$ cat src/rtl/bgrf_pkg.sv
package bgrf_pkg;

   localparam int BUFFER_BITS_DEF = 4096;
   localparam int VALUE_W         = 64;
   localparam int COUNT_W         = 7;
   localparam int FREE_W          = 13;
   localparam int REQ_DATA_W      = 72;
   localparam int RSP_DATA_W      = 80;
   localparam int QUEUE_DEPTH     = 2;
   localparam int QUEUE_AW        = $clog2(QUEUE_DEPTH);
   localparam int QUEUE_CW        = $clog2(QUEUE_DEPTH + 1);

   localparam logic [COUNT_W-1:0] MAX_BITS = COUNT_W'(64);

   typedef enum logic {
      OP_WRITE = 1'b0,
      OP_READ  = 1'b1
   } op_type;

   typedef enum logic [1:0] {
      ST_DONE      = 2'd0,
      ST_OVERFLOW  = 2'd1,
      ST_UNDERFLOW = 2'd2
   } status_type;

   typedef enum logic {
      B_IDLE,
      B_RUN
   } back_state_type;

   typedef struct packed {
      op_type               op;
      logic [VALUE_W-1:0]   value;
      logic [COUNT_W-1:0]   count;
      status_type           status;
      logic [FREE_W-1:0]    free_bits;
   } cmd_type;

   // ones in the low n bits of a byte, n from 0 to 8
   function automatic logic [7:0] low_mask(input logic [3:0] n);
      low_mask = 8'hFF >> (4'd8 - n);
   endfunction

endpackage

$ cat src/rtl/bgrf_front.sv
module bgrf_front #(
   parameter int BUFFER_BITS = bgrf_pkg::BUFFER_BITS_DEF
) (
   input  logic                                clock,
   input  logic                                reset,
   input  logic                                req_tvalid,
   output logic                                req_tready,
   input  logic [bgrf_pkg::REQ_DATA_W-1:0]     req_tdata,
   input  logic                                req_tuser,
   input  logic                                q_ready,
   output logic                                q_push,
   output bgrf_pkg::cmd_type                   q_cmd
);
   import bgrf_pkg::*;

   localparam int FW = $clog2(BUFFER_BITS + 1);

   logic [FW-1:0]      free_ff;
   logic [FW-1:0]      free_in;
   logic [FW-1:0]      held;
   logic [FW-1:0]      cnt_wide;
   logic [COUNT_W-1:0] cnt_raw;
   logic [COUNT_W-1:0] cnt;
   op_type             op;

   assign req_tready = q_ready;
   assign q_push     = req_tvalid & q_ready;
   assign op         = op_type'(req_tuser);
   assign cnt_raw    = req_tdata[VALUE_W +: COUNT_W];
   assign cnt        = (cnt_raw > MAX_BITS) ? MAX_BITS : cnt_raw;
   assign cnt_wide   = FW'(cnt);
   assign held       = FW'(BUFFER_BITS) - free_ff;

   always_comb begin
      free_in        = free_ff;
      q_cmd.op       = op;
      q_cmd.value    = req_tdata[VALUE_W-1:0];
      q_cmd.count    = cnt;
      q_cmd.status   = ST_DONE;
      unique case (op)
         OP_WRITE: begin
            if (cnt_wide > free_ff) begin
               q_cmd.status = ST_OVERFLOW;
               q_cmd.count  = '0;
            end else begin
               free_in = free_ff - cnt_wide;
            end
         end
         OP_READ: begin
            if (cnt_wide > held) begin
               q_cmd.status = ST_UNDERFLOW;
               q_cmd.count  = '0;
            end else begin
               free_in = free_ff + cnt_wide;
            end
         end
         default: begin
            free_in = free_ff;
         end
      endcase
      q_cmd.free_bits = FREE_W'(free_in);
   end

   always_ff @(posedge clock) begin
      if (reset) begin
         free_ff <= FW'(BUFFER_BITS);
      end else if (q_push) begin
         free_ff <= free_in;
      end
   end

endmodule

$ cat config.mk
export PLATFORM = sky130hd
export DESIGN_NAME = bgrf_front
export DESIGN_NICKNAME = d
export VERILOG_FILES = /design/src/rtl/bgrf_pkg.sv /design/src/rtl/bgrf_front.sv
export SDC_FILE = /design/constraint.sdc
export NUM_CORES = 1
export LEC_CHECK = 0
export BUFFER_PORTS_ARGS = -buffer_cell sky130_fd_sc_hd__buf_2
export CELL_PAD_IN_SITES_DETAIL_PLACEMENT = 2
export CELL_PAD_IN_SITES_GLOBAL_PLACEMENT = 2
export CORE_ASPECT_RATIO = 2
export CORE_MARGIN = 5
export CORE_UTILIZATION = 24
export CTS_CLUSTER_DIAMETER = 150
export CTS_CLUSTER_SIZE = 14
export DETAILED_ROUTE_END_ITERATION = 10
export PLACE_DENSITY_LB_ADDON = 0.3
export SYNTH_ARGS = -nofsm -noshare
export SYNTH_HDL_FRONTEND = slang
export SYNTH_SLANG_ARGS = --single-unit
$ cat constraint.sdc
create_clock -name clock -period 6.21 [get_ports clock]
set_input_delay 1.242 -clock clock [delete_from_list [all_inputs] [get_ports clock]]
set_output_delay 1.242 -clock clock [all_outputs]
set_load 0.1 [all_outputs]
==> flow_summary.toml <==
[finish]
instances_no_fill = 477
top_register = "free_ff"
n_antenna_cell = 0
largest_reg_flops = 13
final_area_um2 = 2750
drive_gt1_share_pct = 19.6
area_growth_pct = 3.00
finalNetCount = 439
largestRegisters = "free_ff: 13 flops"
fillCellCount = 1354

[timing]
tightestPinTransition_ps = 689
relSlewSlack_pct = 53.6
slew_violations = 0
setup_ws_ps = 397
rsz0062_at_grt = "false"
hold_slack_ps = 612
min_period_ps = 5810
final_hold_viol_count = 0
setup_viol = 0
max_freq_mhz = 172
clock_skew_ps = 1.95
post-route-period-util_pct = 93.6

[worst_setup_path]
reg2reg_slack_ps = 2070
crit_arrival_ps = 4570
slowest_delay_ps = 690
end_kind = "output port"
worst_ep_required_time_ps = 4970
critPathLaunchType = "flip-flop"
critPathKind = "flip-flop to output port"
cp_max_fo = 9
cpMaxStageDelayCell = "or4b_1"
crit_top_cell = "o21ai_0"
path_cells = "inv_1 > ha_1 > or4b_1 > o21ai_0 > o21ai_0 > ha_1 > o21ai_0 > nand2b_1 > o311ai_1 > or3_1 > buf_4 > o311ai_0 > a21oi_1 > a221o_1 > buf_2"

[routing]
num_vias = 2547
wire_per_inst_um = 21.4
totalWireLength_um = 10200
dr.first_iter.drc_count = 79
postRouteAntennaNets = 0
drc_errors = 0
first_pass_iters = 4
routed_via_density = 5.34

[global_routing]
antenna_found_initial = 0
grt_pass1_vias = 2932
grt_use_met2_pct = 31.0
grt_usage_pct = 15.4
grt_remaining_overflow = 0
use_met3_pct = 1.50
grtUsageMet1_pct = 12.9
gr-max-usage-layer = "met2"
grt_max_degree = 17
grt_pass1_wl_um = 16000

[die]
rows = 54
die_h_um = 159
core_um2 = 10900
start_util_pct = 24.4
ios = 166
dieWidth_um = 84.6
dieArea_um2 = 13500

[placement]
preCtsSetupSlack_ps = 297
gp_congestion = 0.809
dp_hpwl_um = 8380
dp.cells = 473
placed_area_um2 = 2660
port_buffers = 36

[run]
maxCapViolCount = 0

[synth]
syn_area_per_cell_um2 = 7.28
synth_edf_count = 0
synth_fp_nets = 468
synth_top_cell_area_share_pct = 19.1
async_flop_share_pct = 0
ys_types = 61
seq_area_frac_synth_pct = 9.74
netlist_instances = 367
netlist_area_um2 = 2670
yosys_warnings = 0
yosys.area.top_type = "buf_4"
synth_seq_cells = 13
synth_area_leaders = "buf_4 19%, ha_1 10%, dfxtp_1 9.7%, nand2_1 4.4%, inv_1 3.4%"
synth_ff_type = "dfxtp_1"

[cts]
tritoncts = "done"
clkLatencyLatePin_ps = 260
clk_pin_slew_worst_paths_ps = 50
clkSinkCount = 13
clock_path_buffers = 2
htreeDepth = 1
cts_buffers = 3
cts_root_buffer = "clkbuf_16"

[pwr]
irDropWorstVdd_mv = 0.101
power_density_nw_per_um2 = 272
p_leak_nw = 1.24

[min_path]
hp-class = "flip-flop to flip-flop"

[status]
outcome = "complete, no violations"
[cell usage after synthesis (2+ instances only)]
master     instances
o211ai_1           5
nand2b_1           4
a211o_1            2
o311ai_0           7
o31ai_1            6
or2_2              3
nand2_1           31
and2_1             2
xnor2_1            7
clkbuf_1          15
a211oi_1           2
ha_1              22
nor4_1             3
buf_4             68
or3_1              2
nor2_1            24
o21a_1             2
inv_1             24
o311ai_1           2
nand3_1            6
a2111oi_0          3
a2111o_1           3
o22ai_1            2
nand4_1            2
nor2b_1            9
a221o_1            3
o31a_1             4
o21ai_0           17
a31oi_1            8
fa_1               2
buf_2              2
mux2_1             2
and3_1             7
mux2i_1            3
a21oi_1           16
nor3_1             4
dfxtp_1           13
a2bb2oi_1          4
xor2_1             4
[cell families after synthesis]
group / share of synthesized area [%]
AO/OA/AOI/OAI: 26.9
XOR/XNOR: 3.61
adder cells (fa/ha/maj): 11.8
buffers and inverters: 25.5
flip-flops: 9.74
multiplexers: 2.53
AND/OR/NAND/NOR: 19.9
[per-layer routing]
| metal | up-vias | wire (um) |
|---|---|---|
| met2 | 71 | 5880 |
| met5 | - | 0 |
| met3 | 53 | 409 |
| met1 | 1240 | 3200 |
| met4 | 0 | 731 |
| li1 | 1183 | - |
[worst max-delay path, delay by kind of cell, from the launching register on]
family	cells	cell delay (ps)
compound gates	7	1490
simple gates	3	1180
buf+inv	3	670
fa+ha+maj	2	660
flops	1	310
[power breakdown]
part | switching (mW) | internal, mW | total, mW
Sequential | 0.0164 | 0.0909 | 0.107
Combinational | 0.352 | 0.153 | 0.506
Clock | 0.0491 | 0.0876 | 0.137
Total | 0.418 | 0.332 | 0.750
[final cells by class]
cell class / instances / area, um2 / share of cell area [%]
tap: 140 / 175 / 6.37
clock buffer: 4 / 78.8 / 2.86
inverter: 25 / 93.8 / 3.41
sequential: 13 / 260 / 9.46
multi-input combinational: 243 / 1740 / 63.2
timing repair buffer: 52 / 405 / 14.7
[layout by cell type (no fill, tap or decap), types with 8 or more instances in the layout]
cell type / Yosys / layout
nor2_1: 24 / 24
ha_1: 22 / 22
buf_4: 68 / 16
nor2b_1: 9 / 9
inv_1: 24 / 24
nand2_1: 31 / 31
a31oi_1: 8 / 8
buf_2: 2 / 29
dfxtp_1: 13 / 13
a21oi_1: 16 / 16
o21ai_0: 17 / 17
[final timing paths]
kind                            cells past startpoint                       end                     start
worst min register to register                      2  free_ff[12]$_SDFFE_PP1P_  free_ff[12]$_SDFFE_PP1P_
worst min-delay path                                2  free_ff[12]$_SDFFE_PP1P_  free_ff[12]$_SDFFE_PP1P_
worst max-delay path                               15                  q_cmd[6]   free_ff[1]$_SDFFE_PP0P_
worst max register to register                     14   free_ff[3]$_SDFFE_PP0P_   free_ff[1]$_SDFFE_PP0P_
[through the flow]
| stage | total power [mW] | util, % | TNS, ps |
|---|---|---|---|
| floorplan | 0.658 | - | -1080 |
| global placement | 0.608 | 24.3 | 0 |
| detailed placement | 0.617 | 24.3 | 0 |
| CTS | 0.756 | 25.1 | 0 |
| global route | 0.791 | 25.1 | 0 |
| finish | 0.750 | 25.1 | 0 |
[timing repair]
action / 4_1_cts / 5_1_grt
endpoints found under the setup margin: 0 / 2
hold buffers: 0 / 0
gates resized for setup: 0 / 1
setup buffers: 0 / 0
(Power assumes the default switching activity.)
