<file path="src/rtl/bgrf_pkg.sv">
package bgrf_pkg;

   localparam int BUFFER_BITS_DEF = 4096;
   localparam int VALUE_W         = 64;
   localparam int COUNT_W         = 7;
   localparam int FREE_W          = 13;
   localparam int REQ_DATA_W      = 72;
   localparam int RSP_DATA_W      = 80;
   localparam int QUEUE_DEPTH     = 2;
   localparam int QUEUE_AW        = $clog2(QUEUE_DEPTH);
   localparam int QUEUE_CW        = $clog2(QUEUE_DEPTH + 1);

   localparam logic [COUNT_W-1:0] MAX_BITS = COUNT_W'(64);

   typedef enum logic {
      OP_WRITE = 1'b0,
      OP_READ  = 1'b1
   } op_type;

   typedef enum logic [1:0] {
      ST_DONE      = 2'd0,
      ST_OVERFLOW  = 2'd1,
      ST_UNDERFLOW = 2'd2
   } status_type;

   typedef enum logic {
      B_IDLE,
      B_RUN
   } back_state_type;

   typedef struct packed {
      op_type               op;
      logic [VALUE_W-1:0]   value;
      logic [COUNT_W-1:0]   count;
      status_type           status;
      logic [FREE_W-1:0]    free_bits;
   } cmd_type;

   // ones in the low n bits of a byte, n from 0 to 8
   function automatic logic [7:0] low_mask(input logic [3:0] n);
      low_mask = 8'hFF >> (4'd8 - n);
   endfunction

endpackage

</file>
<file path="src/rtl/bgrf_queue.sv">
module bgrf_queue (
   input  logic              clock,
   input  logic              reset,
   input  logic              push,
   output logic              in_ready,
   input  bgrf_pkg::cmd_type push_cmd,
   input  logic              pop,
   output logic              out_valid,
   output bgrf_pkg::cmd_type pop_cmd
);
   import bgrf_pkg::*;

   cmd_type                slot_ff [QUEUE_DEPTH];
   logic [QUEUE_AW-1:0]    wr_idx_ff;
   logic [QUEUE_AW-1:0]    rd_idx_ff;
   logic [QUEUE_CW-1:0]    count_ff;
   logic                   do_push;
   logic                   do_pop;

   assign in_ready  = (count_ff != QUEUE_CW'(QUEUE_DEPTH));
   assign out_valid = (count_ff != '0);
   assign pop_cmd   = slot_ff[rd_idx_ff];
   assign do_push   = push & in_ready;
   assign do_pop    = pop & out_valid;

   always_ff @(posedge clock) begin
      if (do_push) begin
         slot_ff[wr_idx_ff] <= push_cmd;
      end
   end

   always_ff @(posedge clock) begin
      if (reset) begin
         wr_idx_ff <= '0;
         rd_idx_ff <= '0;
         count_ff  <= '0;
      end else begin
         if (do_push) begin
            wr_idx_ff <= (wr_idx_ff == QUEUE_AW'(QUEUE_DEPTH - 1)) ? '0 : wr_idx_ff + 1'b1;
         end
         if (do_pop) begin
            rd_idx_ff <= (rd_idx_ff == QUEUE_AW'(QUEUE_DEPTH - 1)) ? '0 : rd_idx_ff + 1'b1;
         end
         if (do_push && !do_pop) begin
            count_ff <= count_ff + 1'b1;
         end else if (do_pop && !do_push) begin
            count_ff <= count_ff - 1'b1;
         end
      end
   end

endmodule

</file>
<file path="config.mk">
export PLATFORM = sky130hd
export DESIGN_NAME = bgrf_queue
export DESIGN_NICKNAME = d
export VERILOG_FILES = /design/src/rtl/bgrf_pkg.sv /design/src/rtl/bgrf_queue.sv
export SDC_FILE = /design/constraint.sdc
export NUM_CORES = 1
export LEC_CHECK = 0
export BUFFER_PORTS_ARGS = -buffer_cell sky130_fd_sc_hd__buf_4
export CAP_MARGIN = 20
export CORE_MARGIN = 2
export CORE_UTILIZATION = 55
export CTS_CLUSTER_DIAMETER = 150
export CTS_CLUSTER_SIZE = 25
export DETAILED_ROUTE_END_ITERATION = 7
export PLACE_DENSITY = 0.94
export SLEW_MARGIN = 20
export SYNTH_ARGS = -nofsm -noshare
export SYNTH_HDL_FRONTEND = slang
export SYNTH_SLANG_ARGS = --single-unit
</file>
<file path="constraint.sdc">
create_clock -name clock -period 9.4 [get_ports clock]
set_input_delay 1.88 -clock clock [delete_from_list [all_inputs] [get_ports clock]]
set_output_delay 1.88 -clock clock [all_outputs]
set_load 0.01 [all_outputs]
</file>
==> flow_metrics.tcl, run 1 <==
set metrics [dict create \
    n_fill_cell 693 \
    drt-pass1-iter-count 4 \
    cp.arrival_ps 2420 \
    clkLatencyLatePin_ps 420 \
    gp_congestion 0.770 \
    fin_crit_sh 0.458 \
    ys_top_cells_by_count "edfxtp_1, mux2_2, mux2_4" \
    core_area_mm2 0.0119 \
    async_flop_share 0 \
    drive_gt1_frac 0.597 \
    yosysTopAreaCell "edfxtp_1" \
    drc 0 \
    drv_slew 0 \
    critical-path-slowest-cell "dfxtp_4" \
    setup_tns_ps 0 \
    relSlewSlack 0.479 \
    vias_per_cell 5.18 \
    hp-class "reg2reg" \
    grt_max_degree 50 \
    regArea_mm2 0.00533 \
    hold_viol 0 \
    rsz0062_at_grt "false" \
    syn_inst 295 \
    initial_core_util 0.558 \
    ctsHoldBuffers 0 \
    synthTopCellsByArea "edfxtp_1, mux2_2, mux2_4" \
    path_cells "buf_4 -> mux2_2 -> buf_4" \
    synth_top_area_frac 0.789 \
    irDropWorstVdd_uv 166 \
    num_rows 40 \
    die_h_um 114 \
    worstPathRequired_ps 7520 \
    area_growth_pct 30.6 \
    htree_levels 4 \
    cts.repair_timing.setup_buffer_count 0 \
    postCtsResizedCells 0 \
    setup_viol 0 \
    antenna_left 0 \
    status "finished clean" \
    whs_ps 506 \
    tritoncts "done" \
    clock-sinks 179 \
    ys_seq_area_frac 0.804 \
    power_density_mw_per_mm2 264 \
    hpwlAfterDp_mm 7.94 \
    io_pins 180 \
    crit_fanout 49 \
    die_w_um 114 \
    synth_area_mm2 0.00662 \
    die-area_mm2 0.0129 \
    syn_nets 387 \
    drtIter0Drc 150 \
    cts_root_buf "clkbuf_16" \
    multiInputGateArea_mm2 0.00122 \
    clock_skew_ps 7.91 \
    synth_area_per_cell_um2 22.4 \
    path_clk_slew_ps 60 \
    grt.overflow.total 0 \
    leakage_uw 0.00329 \
    place_area_mm2 0.00812 \
    synth_edf_count 174 \
    worst_pin_slew_ps 781 \
    drv_cap 0 \
    fmax_mhz 232 \
    ys_seq_elements 179 \
    drt_wl_total_mm 11.8 \
    worst-setup-path-type "reg2out" \
    synth_top_flop_cell "edfxtp_1" \
    numCtsBuffers 17 \
    grt_pass1_vias 3578 \
    ys_types 19 \
    antenna_found_initial 1 \
    ys_warn_count 0 \
    critPathCaptureType "output port" \
    wl_per_cell_um 18.3 \
    vias 3336 \
    grt_pass1_wl_mm 17.7 \
    io_buffers 179 \
    fin_nets 578 \
    fin_area_mm2 0.00865 \
    cts.path.max_buffers 2 \
    cp-start-kind "flip-flop" \
    grt_usage 0.185 \
    finalCriticalPeriod_ps 4300 \
    synth.most_common_cell "edfxtp_1" \
    crit_top_cell "buf_4" \
    crit_path_max_incr_delay_ps 690 \
]
## through the flow
stage	total power [uW]	std cells	util	setup slack (ps)
after CTS	2310	643	0.729	5060
after detailed placement	1670	614	0.685	5530
after floorplan	1410	295	-	4990
final	2280	644	0.729	5100
after global routing	2370	643	0.729	4970
after global placement	1640	613	0.682	5580
## metal layers
| layer | share of wire | routed length [um] | GRT usage | vias up |
|---|---|---|---|---|
| met5 | 0 | 0 | 0 | - |
| met4 | 0.022 | 257 | 0.0862 | 0 |
| met3 | 0.069 | 819 | 0.0622 | 24 |
| met2 | 0.53 | 6310 | 0.327 | 145 |
| met1 | 0.37 | 4410 | 0.203 | 1620 |
| li1 | - | - | - | 1547 |
## area by class of cell
type,instances,share of cell area
repair buffers,182,0.160
clock buffers,19,0.0501
flip-flops and latches,179,0.616
clock inverters,10,0.0108
well taps,147,0.0213
inverters,1,0.000579
diodes,1,0.000289
multi-input cells,105,0.141
## logic make-up after synthesis
kind of cell             count (synthesis)  synth area share
flip-flops                             179             0.804
multiplexers                            87             0.165
buffers and inverters                   11            0.0128
AND/OR/NAND/NOR                          9           0.00756
AO/OA/AOI/OAI                            5           0.00454
XOR/XNOR                                 3           0.00397
adder cells (fa/ha/maj)                  1           0.00189
## where the power goes
part	switching [uW]	total (uW)	internal, uW
Combinational	260	592	332
Sequential	52.0	1050	999
Clock	259	639	380
Total	571	2280	1710
## worst paths after layout
| path | start | endpoint | slack [ps] | depth (start not counted) |
|---|---|---|---|---|
| min | rd_idx_ff | flip-flop | 510 | 2 |
| max reg2reg | count_ff[0] | slot_ff[0][55] | 6980 | 4 |
| min reg2reg | rd_idx_ff | flip-flop | 510 | 2 |
| max | flip-flop | pop_cmd[73] | 5100 | 3 |
## cells in the final DEF, fill, tap and decap left out, drive strengths merged
cell type	instances
or2	1
ha	1
a21oi	2
or3	1
bufinv	2
and3	1
edfxtp	174
xor2	3
diode	1
clkbuf	19
o21ai	2
a21bo	1
nand3b	1
and2	1
buf	182
mux2	87
dfxtp	5
nor2	3
clkinv	9
nand2b	1
## flip-flops by register name (all words and copies together), names as in the netlist, named ones only
register   cells
wr_idx_ff      1
slot_ff      174
rd_idx_ff      1
count_ff       2
## critical path: cells and delay by family, from the launching register on
| family | cells | cell delay, ps |
|---|---|---|
| buffers and inverters | 2 | 840 |
| DFF | 1 | 690 |
| muxes | 1 | 430 |
Note: power is estimated with default switching activity, not from simulation.
==> run 2, diff against run 1 <==
--- a/config.mk
+++ b/config.mk
@@ -8,11 +8,11 @@
 export BUFFER_PORTS_ARGS = -buffer_cell sky130_fd_sc_hd__buf_4
 export CAP_MARGIN = 20
 export CORE_MARGIN = 2
-export CORE_UTILIZATION = 55
+export CORE_UTILIZATION = 52
 export CTS_CLUSTER_DIAMETER = 150
 export CTS_CLUSTER_SIZE = 25
 export DETAILED_ROUTE_END_ITERATION = 7
-export PLACE_DENSITY = 0.94
+export PLACE_DENSITY = 0.9
 export SLEW_MARGIN = 20
 export SYNTH_ARGS = -nofsm -noshare
 export SYNTH_HDL_FRONTEND = slang
==> constraint.sdc (replaced) <==
create_clock -name clock -period 4.4 [get_ports clock]
set_input_delay 0.88 -clock clock [delete_from_list [all_inputs] [get_ports clock]]
set_output_delay 0.88 -clock clock [all_outputs]
set_load 0.01 [all_outputs]
==> flow_metrics.tcl, run 2 (synthesis gave the netlist of run 1 again) <==
set metrics [dict create \
    drt-pass1-iter-count 4 \
    antenna_left 0 \
    largest_reg_flops 174 \
    utilization 0.703 \
    worst-setup-path-type "reg2out" \
    io_buffers 179 \
    ctsHoldBuffers 0 \
    numCtsBuffers 17 \
    core_area_mm2 0.0125 \
    hp-class "reg2reg" \
    cts_root_buf "clkbuf_16" \
    num_rows 41 \
    cts.path.max_buffers 2 \
    die_w_um 117 \
    vias 3394 \
    die-area_mm2 0.0137 \
    regArea_mm2 0.00533 \
    setup_tns_ps 0 \
    drtIter0Drc 208 \
    initial_core_util 0.529 \
    clock_skew_ps 7.04 \
    finalCriticalPeriod_ps 3130 \
    irDropWorstVdd_uv 516 \
    diodes 0 \
    path_clk_slew_ps 60 \
    crit_fanout 60 \
    drc 0 \
    clock-sinks 179 \
    layout_common_cells "buf_4, edfxtp_1, mux2_2" \
    drv_slew 0 \
    drive_gt1_frac 0.612 \
    drv_cap 0 \
    drt_wl_total_mm 12.2 \
    critPathTopFamily "flip-flops" \
    grt_pass1_vias 3553 \
    fmax_mhz 320 \
    critical-path-slowest-cell "dfxtp_4" \
    die_h_um 117 \
    largest-register "slot_ff" \
    path_cells "buf_4 -> mux2_2 -> buf_4" \
    grt.overflow.total 0 \
    leakage_uw 0.00334 \
    critPathCaptureType "output port" \
    area_growth_pct 32.8 \
    crit_top_cell "buf_4" \
    relSlewSlack 0.360 \
    tritoncts "done" \
    clkLatencyLatePin_ps 420 \
    grt_max_degree 70 \
    place_area_mm2 0.00814 \
    crit_path_max_incr_delay_ps 890 \
    layout_commonest_cell "buf_4" \
    preCtsSetupSlack_ps 1410 \
    grt_pass1_wl_mm 17.7 \
    io_pins 180 \
    fin_total_pwr_uw 5160 \
    power_density_mw_per_mm2 587 \
    reg_top3 "slot_ff: 174 flops, count_ff: 2 flops" \
    fin_area_mm2 0.00879 \
    antenna_found_initial 0 \
    rsz0062_at_grt "false" \
    crit_buf_inv 2 \
    hpwlAfterDp_mm 8.00 \
    htree_levels 4 \
    status "finished clean" \
    worst_pin_slew_ps 961 \
    setup_viol 0 \
    cp-start-kind "flip-flop" \
    fin_crit_sh 0.710 \
    gp_congestion 0.699 \
    worstPathRequired_ps 3520 \
    vias_per_cell 5.05 \
    wl_per_cell_um 18.2 \
    hold_viol 0 \
    grt_usage 0.179 \
    n_fill_cell 822 \
    cts.repair_timing.setup_buffer_count 0 \
    postCtsResizedCells 0 \
    multiInputGateArea_mm2 0.00122 \
    cp.arrival_ps 2250 \
    fin_nets 579 \
    fin_ws_ps 1270 \
]
run 2: cell count changes in the layout (fill, tap and decap cells not counted), sizes merged:
| cell | delta |
|---|---|
| bufinv | +3 |
| clkinv | -5 |
| inv | +4 |
| diode | -1 |
| clkbuf | -2 |
| clkinvlp | +3 |
| buf | +1 |
run 2: final timing paths:
path                    start             end  slack (ps)  cells past startpoint
setup reg to reg  count_ff[0]  slot_ff[0][65]        2150                      4
hold reg to reg     rd_idx_ff       rd_idx_ff         520                      2
hold / removal      rd_idx_ff       rd_idx_ff         520                      2
setup / recovery    flip-flop     pop_cmd[67]        1270                      3
run 2: layout make-up:
type / instances / area share
clock inverters: 15 / 0.0260
repair buffers: 183 / 0.156
clock buffers: 17 / 0.0484
well taps: 172 / 0.0245
inverters: 1 / 0.000711
flip-flops and latches: 179 / 0.606
multi-input cells: 105 / 0.138
run 2: stage by stage:
step                      cells  hold WS (ps)
after floorplan             295           471
after global placement      640           484
after detailed placement    640           492
after CTS                   672           514
after global routing        672           578
final                       672           516
run 2: worst register-to-register path: cells and delay by family, from the launching register on:
kind	cells	cell delay (ps)
AND/OR/NAND/NOR	2	390
flip-flops	1	400
buffers and inverters	2	1130
run 2: power by group:
| part | internal (uW) | switching, uW | total, uW |
|---|---|---|---|
| clock network | 1010 | 630 | 1640 |
| logic | 709 | 538 | 1250 |
| registers | 2130 | 133 | 2270 |
run 2: routing by layer:
| metal | vias up | wire, um | GRT usage |
|---|---|---|---|
| li1 | 1558 | - | - |
| met1 | 1694 | 4560 | 0.195 |
| met2 | 131 | 6630 | 0.319 |
| met3 | 11 | 901 | 0.0613 |
| met4 | 0 | 132 | 0.0784 |
| met5 | - | 0 | 0 |
